===== src/ntfc_pkg.sv =====
package ntfc_pkg;

    localparam int PATTERN_DEPTH_DEF = 64;

    // request kinds
    localparam logic [1:0] REQ_TICK  = 2'd0;
    localparam logic [1:0] REQ_ON    = 2'd1;
    localparam logic [1:0] REQ_OFF   = 2'd2;
    localparam logic [1:0] REQ_WRITE = 2'd3;

    // run phases
    localparam logic [1:0] PH_STOP    = 2'd0;
    localparam logic [1:0] PH_START   = 2'd1;
    localparam logic [1:0] PH_PATTERN = 2'd2;
    localparam logic [1:0] PH_GLOW    = 2'd3;

    // pattern modes
    localparam logic [1:0] MODE_NONE    = 2'd0;
    localparam logic [1:0] MODE_DIGITAL = 2'd1;
    localparam logic [1:0] MODE_ANALOG  = 2'd2;

    // register indexes
    localparam logic [2:0] REG_START_DELAY   = 3'd0;
    localparam logic [2:0] REG_PATTERN_MODE  = 3'd1;
    localparam logic [2:0] REG_PATTERN_RHY   = 3'd2;
    localparam logic [2:0] REG_PATTERN_LEN   = 3'd3;
    localparam logic [2:0] REG_USE_DEFAULT   = 3'd4;
    localparam logic [2:0] REG_FAIL_INTERVAL = 3'd5;
    localparam logic [2:0] REG_FAIL_VARIATN  = 3'd6;
    localparam logic [2:0] REG_FAIL_DURATION = 3'd7;

    localparam int CFG_ADDR_W = 5;

    localparam logic [7:0]  RHYTHM_RST   = 8'd25;
    localparam logic [7:0]  DURATION_RST = 8'd10;
    localparam logic [31:0] NOISE_SEED   = 32'hB5AD4ECE;
    localparam logic [31:0] NOISE_TAPS   = 32'hD0000001;
    localparam int          GAP_SCALE    = 100;
    localparam int          DIG_LEN      = 30;
    localparam int          ANA_LEN      = 27;

    localparam int CD_W    = 25;
    localparam int BASE_W  = 23;
    localparam int DVD_W   = 32;
    localparam int RANGE_W = 24;

    typedef struct packed {
        logic [23:0] start_delay;
        logic [1:0]  pattern_mode;
        logic [7:0]  pattern_rhythm;
        logic [6:0]  pattern_length;
        logic        use_default_table;
        logic [15:0] fail_interval;
        logic [7:0]  fail_variation;
        logic [7:0]  fail_duration;
    } cfg_t;

    typedef struct packed {
        logic load_in;
        logic prep;
        logic run;
        logic div_go;
        logic gap;
        logic push;
    } cmd_t;

    typedef struct packed {
        logic is_write;
        logic need_draw;
        logic div_done;
    } stat_t;

    function automatic logic dig_tbl(input logic [6:0] i);
        logic v;
        case (i)
            7'd0, 7'd1, 7'd10, 7'd11, 7'd12, 7'd18, 7'd19, 7'd20,
            7'd25, 7'd26, 7'd27: v = 1'b1;
            default:             v = 1'b0;
        endcase
        return v;
    endfunction

    function automatic logic [7:0] ana_tbl(input logic [6:0] i);
        logic [7:0] v;
        case (i)
            7'd1:    v = 8'd220;
            7'd2:    v = 8'd40;
            7'd3:    v = 8'd10;
            7'd10:   v = 8'd220;
            7'd11:   v = 8'd80;
            7'd12:   v = 8'd20;
            7'd23:   v = 8'd180;
            7'd24:   v = 8'd210;
            7'd25:   v = 8'd230;
            7'd26:   v = 8'd255;
            default: v = 8'd0;
        endcase
        return v;
    endfunction

endpackage


===== src/ntfc_ram.sv =====
module ntfc_ram #(
    parameter int WIDTH = 8,
    parameter int DEPTH = 64,
    parameter int AW    = (DEPTH > 1) ? $clog2(DEPTH) : 1
) (
    input  logic             clk,
    input  logic             we,
    input  logic [AW-1:0]    waddr,
    input  logic [WIDTH-1:0] wdata,
    input  logic [AW-1:0]    raddr,
    output logic [WIDTH-1:0] rdata
);

    logic [WIDTH-1:0] mem [DEPTH];

    always_ff @(posedge clk)
    begin
        if (we)
        begin
            mem[waddr] <= wdata;
        end
        rdata <= mem[raddr];
    end

endmodule


===== src/ntfc_mod_unit.sv =====
module ntfc_mod_unit (
    input  logic                          clk,
    input  logic                          rst_n,
    input  logic                          start,
    input  logic [ntfc_pkg::DVD_W-1:0]    dividend,
    input  logic [ntfc_pkg::RANGE_W-1:0]  divisor,
    output logic [ntfc_pkg::RANGE_W-1:0]  rem,
    output logic                          done
);
    import ntfc_pkg::*;

    localparam int CNT_W = $clog2(DVD_W);
    localparam logic [CNT_W-1:0] LAST = CNT_W'(DVD_W - 1);

    logic                busy_reg;
    logic [CNT_W-1:0]    cnt_reg;
    logic [DVD_W-1:0]    dvd_reg;
    logic [RANGE_W-1:0]  dsr_reg;
    logic [RANGE_W-1:0]  rem_reg;
    logic [RANGE_W:0]    shifted;
    logic [RANGE_W:0]    diff;

    // one restoring step per cycle, MSB of the dividend first
    assign shifted = {rem_reg, dvd_reg[DVD_W-1]};
    assign diff    = shifted - {1'b0, dsr_reg};
    assign done    = busy_reg && (cnt_reg == LAST);
    assign rem     = rem_reg;

    always_ff @(posedge clk or negedge rst_n)
    begin
        if (!rst_n)
        begin
            busy_reg <= 1'b0;
            cnt_reg  <= '0;
        end
        else if (start)
        begin
            busy_reg <= 1'b1;
            cnt_reg  <= '0;
        end
        else if (busy_reg)
        begin
            busy_reg <= !done;
            cnt_reg  <= cnt_reg + CNT_W'(1);
        end
    end

    always_ff @(posedge clk)
    begin
        if (start)
        begin
            dvd_reg <= dividend;
            dsr_reg <= divisor;
            rem_reg <= '0;
        end
        else if (busy_reg)
        begin
            dvd_reg <= {dvd_reg[DVD_W-2:0], 1'b0};
            if (shifted >= {1'b0, dsr_reg})
            begin
                rem_reg <= diff[RANGE_W-1:0];
            end
            else
            begin
                rem_reg <= shifted[RANGE_W-1:0];
            end
        end
    end

endmodule


===== src/ntfc_ctrl.sv =====
module ntfc_ctrl (
    input  logic            clk,
    input  logic            rst_n,
    input  logic            in_valid,
    output logic            in_ready,
    output logic            out_valid,
    input  logic            out_ready,
    input  ntfc_pkg::stat_t stat,
    output ntfc_pkg::cmd_t  cmd
);
    import ntfc_pkg::*;

    localparam logic [2:0] S_IDLE  = 3'd0;
    localparam logic [2:0] S_PREP  = 3'd1;
    localparam logic [2:0] S_RUN   = 3'd2;
    localparam logic [2:0] S_DGO   = 3'd3;
    localparam logic [2:0] S_DWAIT = 3'd4;
    localparam logic [2:0] S_GAP   = 3'd5;
    localparam logic [2:0] S_PUSH  = 3'd6;

    logic [2:0] state_reg;
    logic [2:0] state_next;
    logic       ovalid_reg;
    logic       ovalid_next;

    assign in_ready  = (state_reg == S_IDLE);
    assign out_valid = ovalid_reg;

    always_comb
    begin
        state_next  = state_reg;
        cmd         = '0;
        ovalid_next = ovalid_reg && !out_ready;
        case (state_reg)
            S_IDLE:
            begin
                if (in_valid)
                begin
                    cmd.load_in = 1'b1;
                    state_next  = S_PREP;
                end
            end
            S_PREP:
            begin
                cmd.prep   = 1'b1;
                state_next = stat.is_write ? S_PUSH : S_RUN;
            end
            S_RUN:
            begin
                cmd.run    = 1'b1;
                state_next = stat.need_draw ? S_DGO : S_PUSH;
            end
            S_DGO:
            begin
                cmd.div_go = 1'b1;
                state_next = S_DWAIT;
            end
            S_DWAIT:
            begin
                if (stat.div_done)
                begin
                    state_next = S_GAP;
                end
            end
            S_GAP:
            begin
                cmd.gap    = 1'b1;
                state_next = S_PUSH;
            end
            S_PUSH:
            begin
                // hold until the output register is free
                if (!ovalid_reg || out_ready)
                begin
                    cmd.push    = 1'b1;
                    ovalid_next = 1'b1;
                    state_next  = S_IDLE;
                end
            end
            default:
            begin
                state_next = S_IDLE;
            end
        endcase
    end

    always_ff @(posedge clk or negedge rst_n)
    begin
        if (!rst_n)
        begin
            state_reg  <= S_IDLE;
            ovalid_reg <= 1'b0;
        end
        else
        begin
            state_reg  <= state_next;
            ovalid_reg <= ovalid_next;
        end
    end

endmodule


===== src/ntfc_datapath.sv =====
module ntfc_datapath #(
    parameter int PATTERN_DEPTH = ntfc_pkg::PATTERN_DEPTH_DEF
) (
    input  logic            clk,
    input  logic            rst_n,
    input  ntfc_pkg::cfg_t  cfg,
    input  ntfc_pkg::cmd_t  cmd,
    output ntfc_pkg::stat_t stat,
    input  logic [1:0]      req_type,
    input  logic [5:0]      entry_index,
    input  logic [7:0]      entry_value,
    output logic [7:0]      led_level,
    output logic            analog_drive,
    output logic [1:0]      phase
);
    import ntfc_pkg::*;

    localparam int AW = (PATTERN_DEPTH > 1) ? $clog2(PATTERN_DEPTH) : 1;
    localparam logic [7:0] DEPTH_W = 8'(PATTERN_DEPTH);

    // latched request
    logic [1:0] req_reg;
    logic [5:0] idx_reg;
    logic [7:0] val_reg;

    // run state
    logic [1:0]         phase_reg,  phase_next;
    logic [CD_W-1:0]    cd_reg,     cd_next;
    logic [7:0]         lvl_reg,    lvl_next;
    logic [6:0]         ptr_reg,    ptr_next;
    logic               af_reg,     af_next;
    logic [DVD_W-1:0]   noise_reg,  noise_next;
    logic [BASE_W-1:0]  base_reg;
    logic               rzero_reg;

    // result register
    logic [7:0] led_reg;
    logic       adrv_reg;
    logic [1:0] ph_out_reg;

    logic [7:0]          idx_ext;
    logic [7:0]          ptr_ext;
    logic                ram_we;
    logic [7:0]          ram_rdata;
    logic                digital;
    logic                mode_plays;
    logic                fail_on;
    logic                range_zero;
    logic                draw;
    logic [7:0]          plen_clamp;
    logic [7:0]          size_c;
    logic [7:0]          entry_v;
    logic [RANGE_W-1:0]  range_c;
    logic [RANGE_W-1:0]  rem;
    logic                div_done;

    assign idx_ext    = {2'b00, idx_reg};
    assign ptr_ext    = {1'b0, ptr_reg};
    assign ram_we     = cmd.prep && (req_reg == REQ_WRITE) && (idx_ext < DEPTH_W);
    assign digital    = (cfg.pattern_mode == MODE_DIGITAL);
    assign mode_plays = (cfg.pattern_mode == MODE_DIGITAL) ||
                        (cfg.pattern_mode == MODE_ANALOG);
    assign fail_on    = (cfg.fail_interval != 16'd0);
    assign range_zero = !fail_on || (cfg.fail_variation == 8'd0);
    assign range_c    = RANGE_W'(cfg.fail_interval) * RANGE_W'(cfg.fail_variation);
    assign plen_clamp = ({1'b0, cfg.pattern_length} > DEPTH_W) ? DEPTH_W
                                                              : {1'b0, cfg.pattern_length};
    assign size_c     = cfg.use_default_table ? (digital ? 8'(DIG_LEN) : 8'(ANA_LEN))
                                              : plen_clamp;
    assign entry_v    = cfg.use_default_table
                        ? (digital ? {7'd0, dig_tbl(ptr_reg)} : ana_tbl(ptr_reg))
                        : ram_rdata;

    // a random gap is drawn on the start-to-glow step and on every relight
    always_comb
    begin
        case (phase_reg)
            PH_START: draw = (cd_reg == '0) && !mode_plays && fail_on;
            PH_GLOW:  draw = (cd_reg == '0) && fail_on && (lvl_reg == 8'd0);
            default:  draw = 1'b0;
        endcase
    end

    assign stat.is_write  = (req_reg == REQ_WRITE);
    assign stat.need_draw = draw;
    assign stat.div_done  = div_done;

    ntfc_ram #(
        .WIDTH (8),
        .DEPTH (PATTERN_DEPTH),
        .AW    (AW)
    ) u_ram (
        .clk   (clk),
        .we    (ram_we),
        .waddr (idx_ext[AW-1:0]),
        .wdata (val_reg),
        .raddr (ptr_ext[AW-1:0]),
        .rdata (ram_rdata)
    );

    ntfc_mod_unit u_mod (
        .clk      (clk),
        .rst_n    (rst_n),
        .start    (cmd.div_go),
        .dividend (noise_reg),
        .divisor  (range_c),
        .rem      (rem),
        .done     (div_done)
    );

    always_comb
    begin
        phase_next = phase_reg;
        cd_next    = cd_reg;
        lvl_next   = lvl_reg;
        ptr_next   = ptr_reg;
        af_next    = af_reg;
        noise_next = noise_reg;

        if (cmd.prep)
        begin
            case (req_reg)
                REQ_TICK:
                begin
                    if (cd_reg != '0)
                    begin
                        cd_next = cd_reg - CD_W'(1);
                    end
                end
                REQ_ON:
                begin
                    cd_next    = CD_W'(cfg.start_delay);
                    phase_next = PH_START;
                    ptr_next   = '0;
                    lvl_next   = '0;
                    af_next    = 1'b0;
                end
                REQ_OFF:
                begin
                    phase_next = PH_STOP;
                end
                default:
                begin
                end
            endcase
        end

        if (cmd.run)
        begin
            case (phase_reg)
                PH_START:
                begin
                    if (cd_reg == '0)
                    begin
                        if (mode_plays)
                        begin
                            phase_next = PH_PATTERN;
                            cd_next    = CD_W'(cfg.pattern_rhythm);
                        end
                        else
                        begin
                            lvl_next   = 8'd1;
                            af_next    = 1'b0;
                            phase_next = PH_GLOW;
                        end
                    end
                end
                PH_PATTERN:
                begin
                    if (cd_reg == '0)
                    begin
                        cd_next = CD_W'(cfg.pattern_rhythm);
                        if (ptr_ext >= size_c)
                        begin
                            lvl_next   = 8'd1;
                            af_next    = 1'b0;
                            phase_next = PH_GLOW;
                        end
                        else
                        begin
                            if (entry_v != lvl_reg)
                            begin
                                lvl_next = entry_v;
                                af_next  = !digital;
                            end
                            ptr_next = ptr_reg + 7'd1;
                        end
                    end
                end
                PH_GLOW:
                begin
                    if (fail_on && (cd_reg == '0))
                    begin
                        af_next = 1'b0;
                        if (lvl_reg != 8'd0)
                        begin
                            lvl_next = 8'd0;
                            cd_next  = CD_W'(cfg.fail_duration);
                        end
                        else
                        begin
                            lvl_next = 8'd1;
                        end
                    end
                end
                default:
                begin
                    lvl_next = 8'd0;
                    af_next  = 1'b0;
                end
            endcase

            // advance the noise word only when a nonzero range is drawn
            if (draw && !range_zero)
            begin
                noise_next = {1'b0, noise_reg[DVD_W-1:1]} ^
                             (noise_reg[0] ? NOISE_TAPS : '0);
            end
        end

        if (cmd.gap)
        begin
            cd_next = CD_W'(base_reg) + (rzero_reg ? CD_W'(0) : CD_W'(rem));
        end
    end

    always_ff @(posedge clk or negedge rst_n)
    begin
        if (!rst_n)
        begin
            phase_reg <= PH_STOP;
            cd_reg    <= '0;
            lvl_reg   <= '0;
            ptr_reg   <= '0;
            af_reg    <= 1'b0;
            noise_reg <= NOISE_SEED;
        end
        else
        begin
            phase_reg <= phase_next;
            cd_reg    <= cd_next;
            lvl_reg   <= lvl_next;
            ptr_reg   <= ptr_next;
            af_reg    <= af_next;
            noise_reg <= noise_next;
        end
    end

    always_ff @(posedge clk)
    begin
        if (cmd.load_in)
        begin
            req_reg <= req_type;
            idx_reg <= entry_index;
            val_reg <= entry_value;
        end
        if (cmd.run && draw)
        begin
            base_reg  <= BASE_W'(cfg.fail_interval) * BASE_W'(GAP_SCALE);
            rzero_reg <= range_zero;
        end
        if (cmd.push)
        begin
            led_reg    <= af_reg ? lvl_reg : {7'd0, (lvl_reg != 8'd0)};
            adrv_reg   <= af_reg;
            ph_out_reg <= phase_reg;
        end
    end

    assign led_level    = led_reg;
    assign analog_drive = adrv_reg;
    assign phase        = ph_out_reg;

endmodule


===== src/neon_tube_flicker_controller.sv =====
// Neon tube flicker controller. Each input beat is one request: a one
// millisecond tick, switch on, switch off, or a write into the custom pattern
// table; every request returns exactly one result beat with the LED level,
// the analog flag and the run phase. A write goes from acceptance through
// prepare to push; a request that only runs the phase logic also passes the run
// step; a request that draws a new random dropout gap also passes through the
// 32-step restoring modulo that reduces the noise word by the random range,
// one quotient bit per cycle. One request is in work at a time; a finished
// result waits in the output register while the next request is accepted.
// The custom pattern lives in a RAM with a registered read and is not
// cleared: entries that were never written read back as garbage. Registers
// sit on the APB port at byte address 4*i and may be changed only while
// the block is idle.
module neon_tube_flicker_controller #(
    parameter int PATTERN_DEPTH = ntfc_pkg::PATTERN_DEPTH_DEF
) (
    input  logic                            clk,
    input  logic                            rst_n,
    // request stream
    input  logic                            s_axis_tvalid,
    output logic                            s_axis_tready,
    input  logic [15:0]                     s_axis_tdata,  // entry_index[5:0], entry_value[13:6]
    input  logic [1:0]                      s_axis_tuser,  // req_type[1:0]
    // result stream
    output logic                            m_axis_tvalid,
    input  logic                            m_axis_tready,
    output logic [15:0]                     m_axis_tdata,  // led_level[7:0], phase[9:8]
    output logic [0:0]                      m_axis_tuser,  // analog_drive[0]
    // configuration
    input  logic                            psel,
    input  logic                            penable,
    input  logic                            pwrite,
    input  logic [ntfc_pkg::CFG_ADDR_W-1:0] paddr,
    input  logic [31:0]                     pwdata,
    output logic [31:0]                     prdata,
    output logic                            pready
);
    import ntfc_pkg::*;

    cfg_t       cfg_reg;
    cmd_t       cmd;
    stat_t      stat;
    logic [2:0] reg_idx;
    logic       cfg_wr;
    logic [7:0] led_level;
    logic       analog_drive;
    logic [1:0] phase;

    assign pready  = 1'b1;
    assign reg_idx = paddr[CFG_ADDR_W-1:2];
    assign cfg_wr  = psel && penable && pwrite && pready;

    // register file: written in the access cycle, low address bits ignored
    always_ff @(posedge clk or negedge rst_n)
    begin
        if (!rst_n)
        begin
            cfg_reg.start_delay       <= '0;
            cfg_reg.pattern_mode      <= MODE_NONE;
            cfg_reg.pattern_rhythm    <= RHYTHM_RST;
            cfg_reg.pattern_length    <= '0;
            cfg_reg.use_default_table <= 1'b1;
            cfg_reg.fail_interval     <= '0;
            cfg_reg.fail_variation    <= '0;
            cfg_reg.fail_duration     <= DURATION_RST;
        end
        else if (cfg_wr)
        begin
            case (reg_idx)
                REG_START_DELAY:   cfg_reg.start_delay       <= pwdata[23:0];
                REG_PATTERN_MODE:  cfg_reg.pattern_mode      <= pwdata[1:0];
                REG_PATTERN_RHY:   cfg_reg.pattern_rhythm    <= pwdata[7:0];
                REG_PATTERN_LEN:   cfg_reg.pattern_length    <= pwdata[6:0];
                REG_USE_DEFAULT:   cfg_reg.use_default_table <= pwdata[0];
                REG_FAIL_INTERVAL: cfg_reg.fail_interval     <= pwdata[15:0];
                REG_FAIL_VARIATN:  cfg_reg.fail_variation    <= pwdata[7:0];
                REG_FAIL_DURATION: cfg_reg.fail_duration     <= pwdata[7:0];
                default:
                begin
                end
            endcase
        end
    end

    // read back, zero-extended
    always_comb
    begin
        case (reg_idx)
            REG_START_DELAY:   prdata = 32'(cfg_reg.start_delay);
            REG_PATTERN_MODE:  prdata = 32'(cfg_reg.pattern_mode);
            REG_PATTERN_RHY:   prdata = 32'(cfg_reg.pattern_rhythm);
            REG_PATTERN_LEN:   prdata = 32'(cfg_reg.pattern_length);
            REG_USE_DEFAULT:   prdata = 32'(cfg_reg.use_default_table);
            REG_FAIL_INTERVAL: prdata = 32'(cfg_reg.fail_interval);
            REG_FAIL_VARIATN:  prdata = 32'(cfg_reg.fail_variation);
            REG_FAIL_DURATION: prdata = 32'(cfg_reg.fail_duration);
            default:           prdata = '0;
        endcase
    end

    // sequencer: accept, prepare, run the phase (skipped for a write), optional gap draw, push
    ntfc_ctrl u_ctrl (
        .clk       (clk),
        .rst_n     (rst_n),
        .in_valid  (s_axis_tvalid),
        .in_ready  (s_axis_tready),
        .out_valid (m_axis_tvalid),
        .out_ready (m_axis_tready),
        .stat      (stat),
        .cmd       (cmd)
    );

    // phase state, pattern RAM, noise word, modulo unit, result register
    ntfc_datapath #(
        .PATTERN_DEPTH (PATTERN_DEPTH)
    ) u_dp (
        .clk          (clk),
        .rst_n        (rst_n),
        .cfg          (cfg_reg),
        .cmd          (cmd),
        .stat         (stat),
        .req_type     (s_axis_tuser),
        .entry_index  (s_axis_tdata[5:0]),
        .entry_value  (s_axis_tdata[13:6]),
        .led_level    (led_level),
        .analog_drive (analog_drive),
        .phase        (phase)
    );

    assign m_axis_tdata = {6'd0, phase, led_level};
    assign m_axis_tuser = analog_drive;

endmodule


===== config.mk =====
export PLATFORM = sky130hd
export DESIGN_NAME = neon_tube_flicker_controller
export DESIGN_NICKNAME = d
export VERILOG_FILES = /design/src/ntfc_pkg.sv /design/src/ntfc_ram.sv /design/src/ntfc_mod_unit.sv /design/src/ntfc_ctrl.sv /design/src/ntfc_datapath.sv /design/src/neon_tube_flicker_controller.sv
export SDC_FILE = /design/constraint.sdc
export NUM_CORES = 2
export LEC_CHECK = 0
export BUFFER_PORTS_ARGS = -buffer_cell sky130_fd_sc_hd__buf_2
export CAP_MARGIN = 20
export CORE_AREA = 2 2 349 351
export DETAILED_ROUTE_END_ITERATION = 12
export DIE_AREA = 0 0 351 353
export GPL_TIMING_DRIVEN = 0
export SLEW_MARGIN = 40
export SYNTH_ARGS = -nofsm -noshare
export SYNTH_HDL_FRONTEND = slang
export SYNTH_SLANG_ARGS = --single-unit

===== constraint.sdc =====
create_clock -name clk -period 8.38 [get_ports clk]
set_input_delay 0.419 -clock clk [delete_from_list [all_inputs] [get_ports clk]]
set_output_delay 0.419 -clock clk [all_outputs]
set_load 0.1 [all_outputs]

==> summary.md <==
| Metric | Value |
|---|---|
| Area share of the largest cell type after synthesis | `44.3%` |
| Vias per inst | `5.23` |
| Max-cap violation count | `0` |
| Transition at the pin with the smallest max-transition slack | `0.955 ns` |
| Post-Synthesis Cells | `3251` |
| Post-Synthesis Mean Instance Area | `12.9 um2` |
| Number of search-and-repair iterations in the first detailed-routing pass | `8` |
| Final-report setup violation count | `0` |
| Count of boundary I/O pins | `114` |
| All-layer global routing usage | `18.3%` |
| Cell-by-cell trace of the critical path | `clkbuf_1 -> clkbuf_1 -> nand2_1 -> fa_1 -> fa_1 -> inv_1 -> fa_1 -> inv_1 -> fa_1 -> inv_1 -> ha_1 -> o21a_1 -> o31a_1 -> o21bai_1 -> a21oi_1 -> o21a_1 -> or4_1 -> a31o_2 -> a21oi_1 -> xnor2_1` |
| Total wirelength of the detailed-routed design | `114000 um` |
| Final weighted congestion of routability-driven global placement | `0.875` |
| Mux share of post-synthesis cell area | `10.5%` |
| RSZ-0062 raised after global routing | `false` |
| Fin. max-slew vios | `0` |
| Library cells used by synthesis | `94` |
| Area of the multi-input gates | `17100 um2` |
| Synth area leader | `sky130_fd_sc_hd__edfxtp_1` |
| Fin Setup TNS | `0 ns` |
| Floorplan die width | `351 um` |
| Sequential area share after synthesis | `55.4%` |
| Part of the total power dissipated in the clock network | `26.5%` |
| Endpoint type of the worst setup path | `flip-flop` |
| Post-DP HPWL | `84800 um` |
| Buffer cell driving the clock tree root | `sky130_fd_sc_hd__clkbuf_16` |
| Critical Path Stages | `20` |
| Net switching fraction of the power | `36.0%` |
| CP Class | `reg2reg` |
| Deepest level of the CTS H-tree | `3` |
| Share of power burned in combinational logic | `37.5%` |
| Net Sw Power | `5.26 mW` |
| Residual DRC | `0` |
| Residual overflow from global routing | `0` |
| Delay of the slowest cell on the worst path | `0.64 ns` |
| Clk buf depth | `3` |
| Global-route wire length before repair | `171000 um` |
| Storage cell area | `23200 um2` |
| Cells resized by post-CTS repair | `0` |
| Fin nets | `3837` |
| Class of the worst hold path | `in2reg` |
| Tmin final | `6.22 ns` |
| Clock slew at the register clock pins of the worst setup and hold paths | `0.06 ns` |
| Simple logic cell fraction of the synthesized area | `9.67%` |
| Async set or reset register ratio after synthesis | `19.7%` |
| R2r worst-path depth | `20` |
| Total internal power | `9.36 mW` |
| Final Cycle Share | `74.2%` |
| Util after Layout | `39.9%` |
| Count of buffering cells on the critical path with inverters included | `5` |
| Port Buf Inserts | `85` |
| Post-synth top flop | `sky130_fd_sc_hd__edfxtp_1` |
| Maximum number of pins on one net before global-route repair | `65` |
| Main area contributors after synthesis | `sky130_fd_sc_hd__edfxtp_1, sky130_fd_sc_hd__dfrtp_1, sky130_fd_sc_hd__ha_1` |
| Starting utilization of the core area | `34.7%` |
| Commonest cells after routing, fill and taps aside | `sky130_fd_sc_hd__edfxtp_1, sky130_fd_sc_hd__nand2_1, sky130_fd_sc_hd__inv_1` |
| EDFF count, synth | `617` |
| Area of the die | `124000 um2` |
| Result of the run | `finished clean` |
| Most common cell after layout, fill and taps aside | `sky130_fd_sc_hd__edfxtp_1` |
| Post-synthesis instance area | `41800 um2` |
| Crit-path slowest cell | `sky130_fd_sc_hd__clkbuf_1` |
| Final setup skew | `0.0366 ns` |
| Post-CTS setup buffer count | `0` |
| Clock buffer count from CTS | `88` |
| Vias after detailed routing | `27300` |
| Sequential power share | `36.0%` |
| Layout overhead on the synthesized area | `15.0%` |
| CP dominant cell by count | `sky130_fd_sc_hd__fa_1` |
| Number of clock sinks seen by CTS | `808` |
| Std-Cell Rows | `128` |
| Flip-flop count of the largest register, all copies and words added | `512` |
| Required time of the worst setup path | `8.76 ns` |
| Clock tree from TritonCTS | `done` |
| Residual antenna-violating net count after detailed routing | `0` |
| Worst ir drop on vdd | `0.251 mV` |
| Largest family of logic cells by synthesized area | `multiplexers` |
| Cell depth of the worst hold path | `3` |
| Via count of the first global-routing pass | `27000` |
| Hold violation count in the final report | `0` |
| Family with the most delay on the worst path | `adder cells` |
| Number of flip-flops and latches in the synthesized netlist | `808` |
| Height of the die | `353 um` |
| Maximum fanout count along the critical path | `10` |
| Clock latency reported for the late side of the worst-skew pair | `0.67 ns` |
| Crit path DAT | `6.60 ns` |
| Wire per inst | `21.9 um` |
| Fraction of the mapped netlist area in compound gates | `9.02%` |
| Share of synthesized cell area in full adder, half adder and majority cells | `9.85%` |
| Layout cells sized above 1 | `15.4%` |
| Maximum operating frequency | `0.161 GHz` |
| Startpoint class of the critical path | `flip-flop` |
| Share of the synthesized netlist area taken by xor and xnor gates | `1.57%` |
| Pleak | `18.1 nW` |
| Relative slew margins | `35.9%` |
| Initial DRC count | `2428` |
| Number of fill cells in the layout | `11300` |
| Pwr dens | `304 nW/um2` |
| Core Region | `121000 um2` |
| Number of antenna violations at the first check in global routing | `0` |
| Synthesis warning total | `0` |
[synthesized netlist by cell type, types with 19 or more instances]
library cell and count:
sky130_fd_sc_hd__mux2i_1 118, sky130_fd_sc_hd__o21ai_0 121, sky130_fd_sc_hd__a21oi_1 134, sky130_fd_sc_hd__nand2b_1 21
sky130_fd_sc_hd__nor2b_1 35, sky130_fd_sc_hd__inv_1 234, sky130_fd_sc_hd__and2_1 123, sky130_fd_sc_hd__nor2_1 191
sky130_fd_sc_hd__o22ai_1 40, sky130_fd_sc_hd__dfstp_2 25, sky130_fd_sc_hd__nand3_1 42, sky130_fd_sc_hd__xor2_1 25
sky130_fd_sc_hd__edfxtp_1 617, sky130_fd_sc_hd__buf_2 19, sky130_fd_sc_hd__a22oi_1 20, sky130_fd_sc_hd__clkbuf_1 101
sky130_fd_sc_hd__o21a_1 22, sky130_fd_sc_hd__fa_1 97, sky130_fd_sc_hd__buf_1 25, sky130_fd_sc_hd__nand2_1 256
sky130_fd_sc_hd__ha_1 174, sky130_fd_sc_hd__dfxtp_1 32, sky130_fd_sc_hd__mux4_2 96, sky130_fd_sc_hd__nor3_1 48
sky130_fd_sc_hd__o221ai_1 38, sky130_fd_sc_hd__dfrtp_1 134, sky130_fd_sc_hd__mux2_2 70, sky130_fd_sc_hd__a21o_1 29
sky130_fd_sc_hd__mux2_1 25, sky130_fd_sc_hd__xnor2_1 50
[cell type report]
class / instances / share of cell area, %
clock buffer: 118 / 4.94
timing repair buffer: 150 / 2.49
tap: 1625 / 4.23
inverter: 235 / 1.83
multi-input combinational: 2054 / 35.6
clock inverter: 47 / 1.08
antenna: 2 / 0.0104
buffer: 167 / 1.60
sequential: 808 / 48.2
[power by group through the flow]
stage          clock network [mW]  logic, mW  registers [mW]
2_1_floorplan                   0       4.00            5.32
3_3_place_gp                    0       5.25            5.46
6_report                     3.88       5.48            5.26
4_1_cts                      3.94       5.50            5.26
3_5_place_dp                    0       5.45            5.34
5_1_grt                      4.10       6.23            5.30
[what timing repair did]
item | 4_1_cts | 5_1_grt
hold buffers | 28 | 0
endpoints found under the setup margin | 0 | 0
endpoints found under the hold margin | 72 | 0
[through the flow]
step,instances,power [mW],setup WS [ns],cell area [um2],hold slack (ns)
floorplan,3264,9.32,3.33,41900,0.123
global placement,4974,10.7,2.27,44300,0.494
detailed placement,5011,10.8,2.22,44900,0.365
CTS,5204,14.7,2.17,48100,0.000790
global route,5204,15.6,1.91,48100,0.0223
finish,5206,14.6,2.16,48100,0.0272
[per-layer routing]
layer / track usage, % / part of all wire, % / vias up
met3: 3.15 / 6.5 / 190
met1: 25.1 / 43 / 13700
met4: 5.79 / 3.0 / 0
met5: 0 / 0 / -
met2: 29.7 / 47 / 892
li1: - / - / 12500
[worst register-to-register path, stage by stage, from the launching register on]
cell,delay (ns)
sky130_fd_sc_hd__dfrtp_1,0.31
sky130_fd_sc_hd__clkbuf_1,0.64
sky130_fd_sc_hd__clkbuf_1,0.53
sky130_fd_sc_hd__nand2_1,0.15
sky130_fd_sc_hd__fa_1,0.51
sky130_fd_sc_hd__fa_1,0.54
sky130_fd_sc_hd__inv_1,0.05
sky130_fd_sc_hd__fa_1,0.48
sky130_fd_sc_hd__inv_1,0.05
sky130_fd_sc_hd__fa_1,0.50
sky130_fd_sc_hd__inv_1,0.05
sky130_fd_sc_hd__ha_1,0.33
sky130_fd_sc_hd__o21a_1,0.12
sky130_fd_sc_hd__o31a_1,0.12
sky130_fd_sc_hd__o21bai_1,0.20
sky130_fd_sc_hd__a21oi_1,0.13
sky130_fd_sc_hd__o21a_1,0.23
sky130_fd_sc_hd__or4_1,0.48
sky130_fd_sc_hd__a31o_2,0.26
sky130_fd_sc_hd__a21oi_1,0.16
sky130_fd_sc_hd__xnor2_1,0.10
[kinds of logic after synthesis]
kind of cell / Yosys count
multiplexers: 309
XOR/XNOR: 75
flip-flops: 808
other: 2
AND/OR/NAND/NOR: 815
buffers and inverters: 402
adder cells (fa/ha/maj): 271
AO/OA/AOI/OAI: 569
[final timing paths]
kind                                           to          startpoint  slack (ns)
setup / recovery           u_dp.u_mod.dsr_reg[21]         cfg_reg[11]        2.16
hold / removal                        cfg_reg[30]          pwdata[14]        0.03
setup reg to reg           u_dp.u_mod.dsr_reg[21]         cfg_reg[11]        2.16
hold reg to reg                u_dp.noise_reg[14]  u_dp.noise_reg[15]        0.50
max in group asynchronous      u_dp.noise_reg[18]               rst_n        7.06
min in group asynchronous          u_dp.cd_reg[8]               rst_n        0.26
No activity file was read; power rests on OpenSTA's default activity.
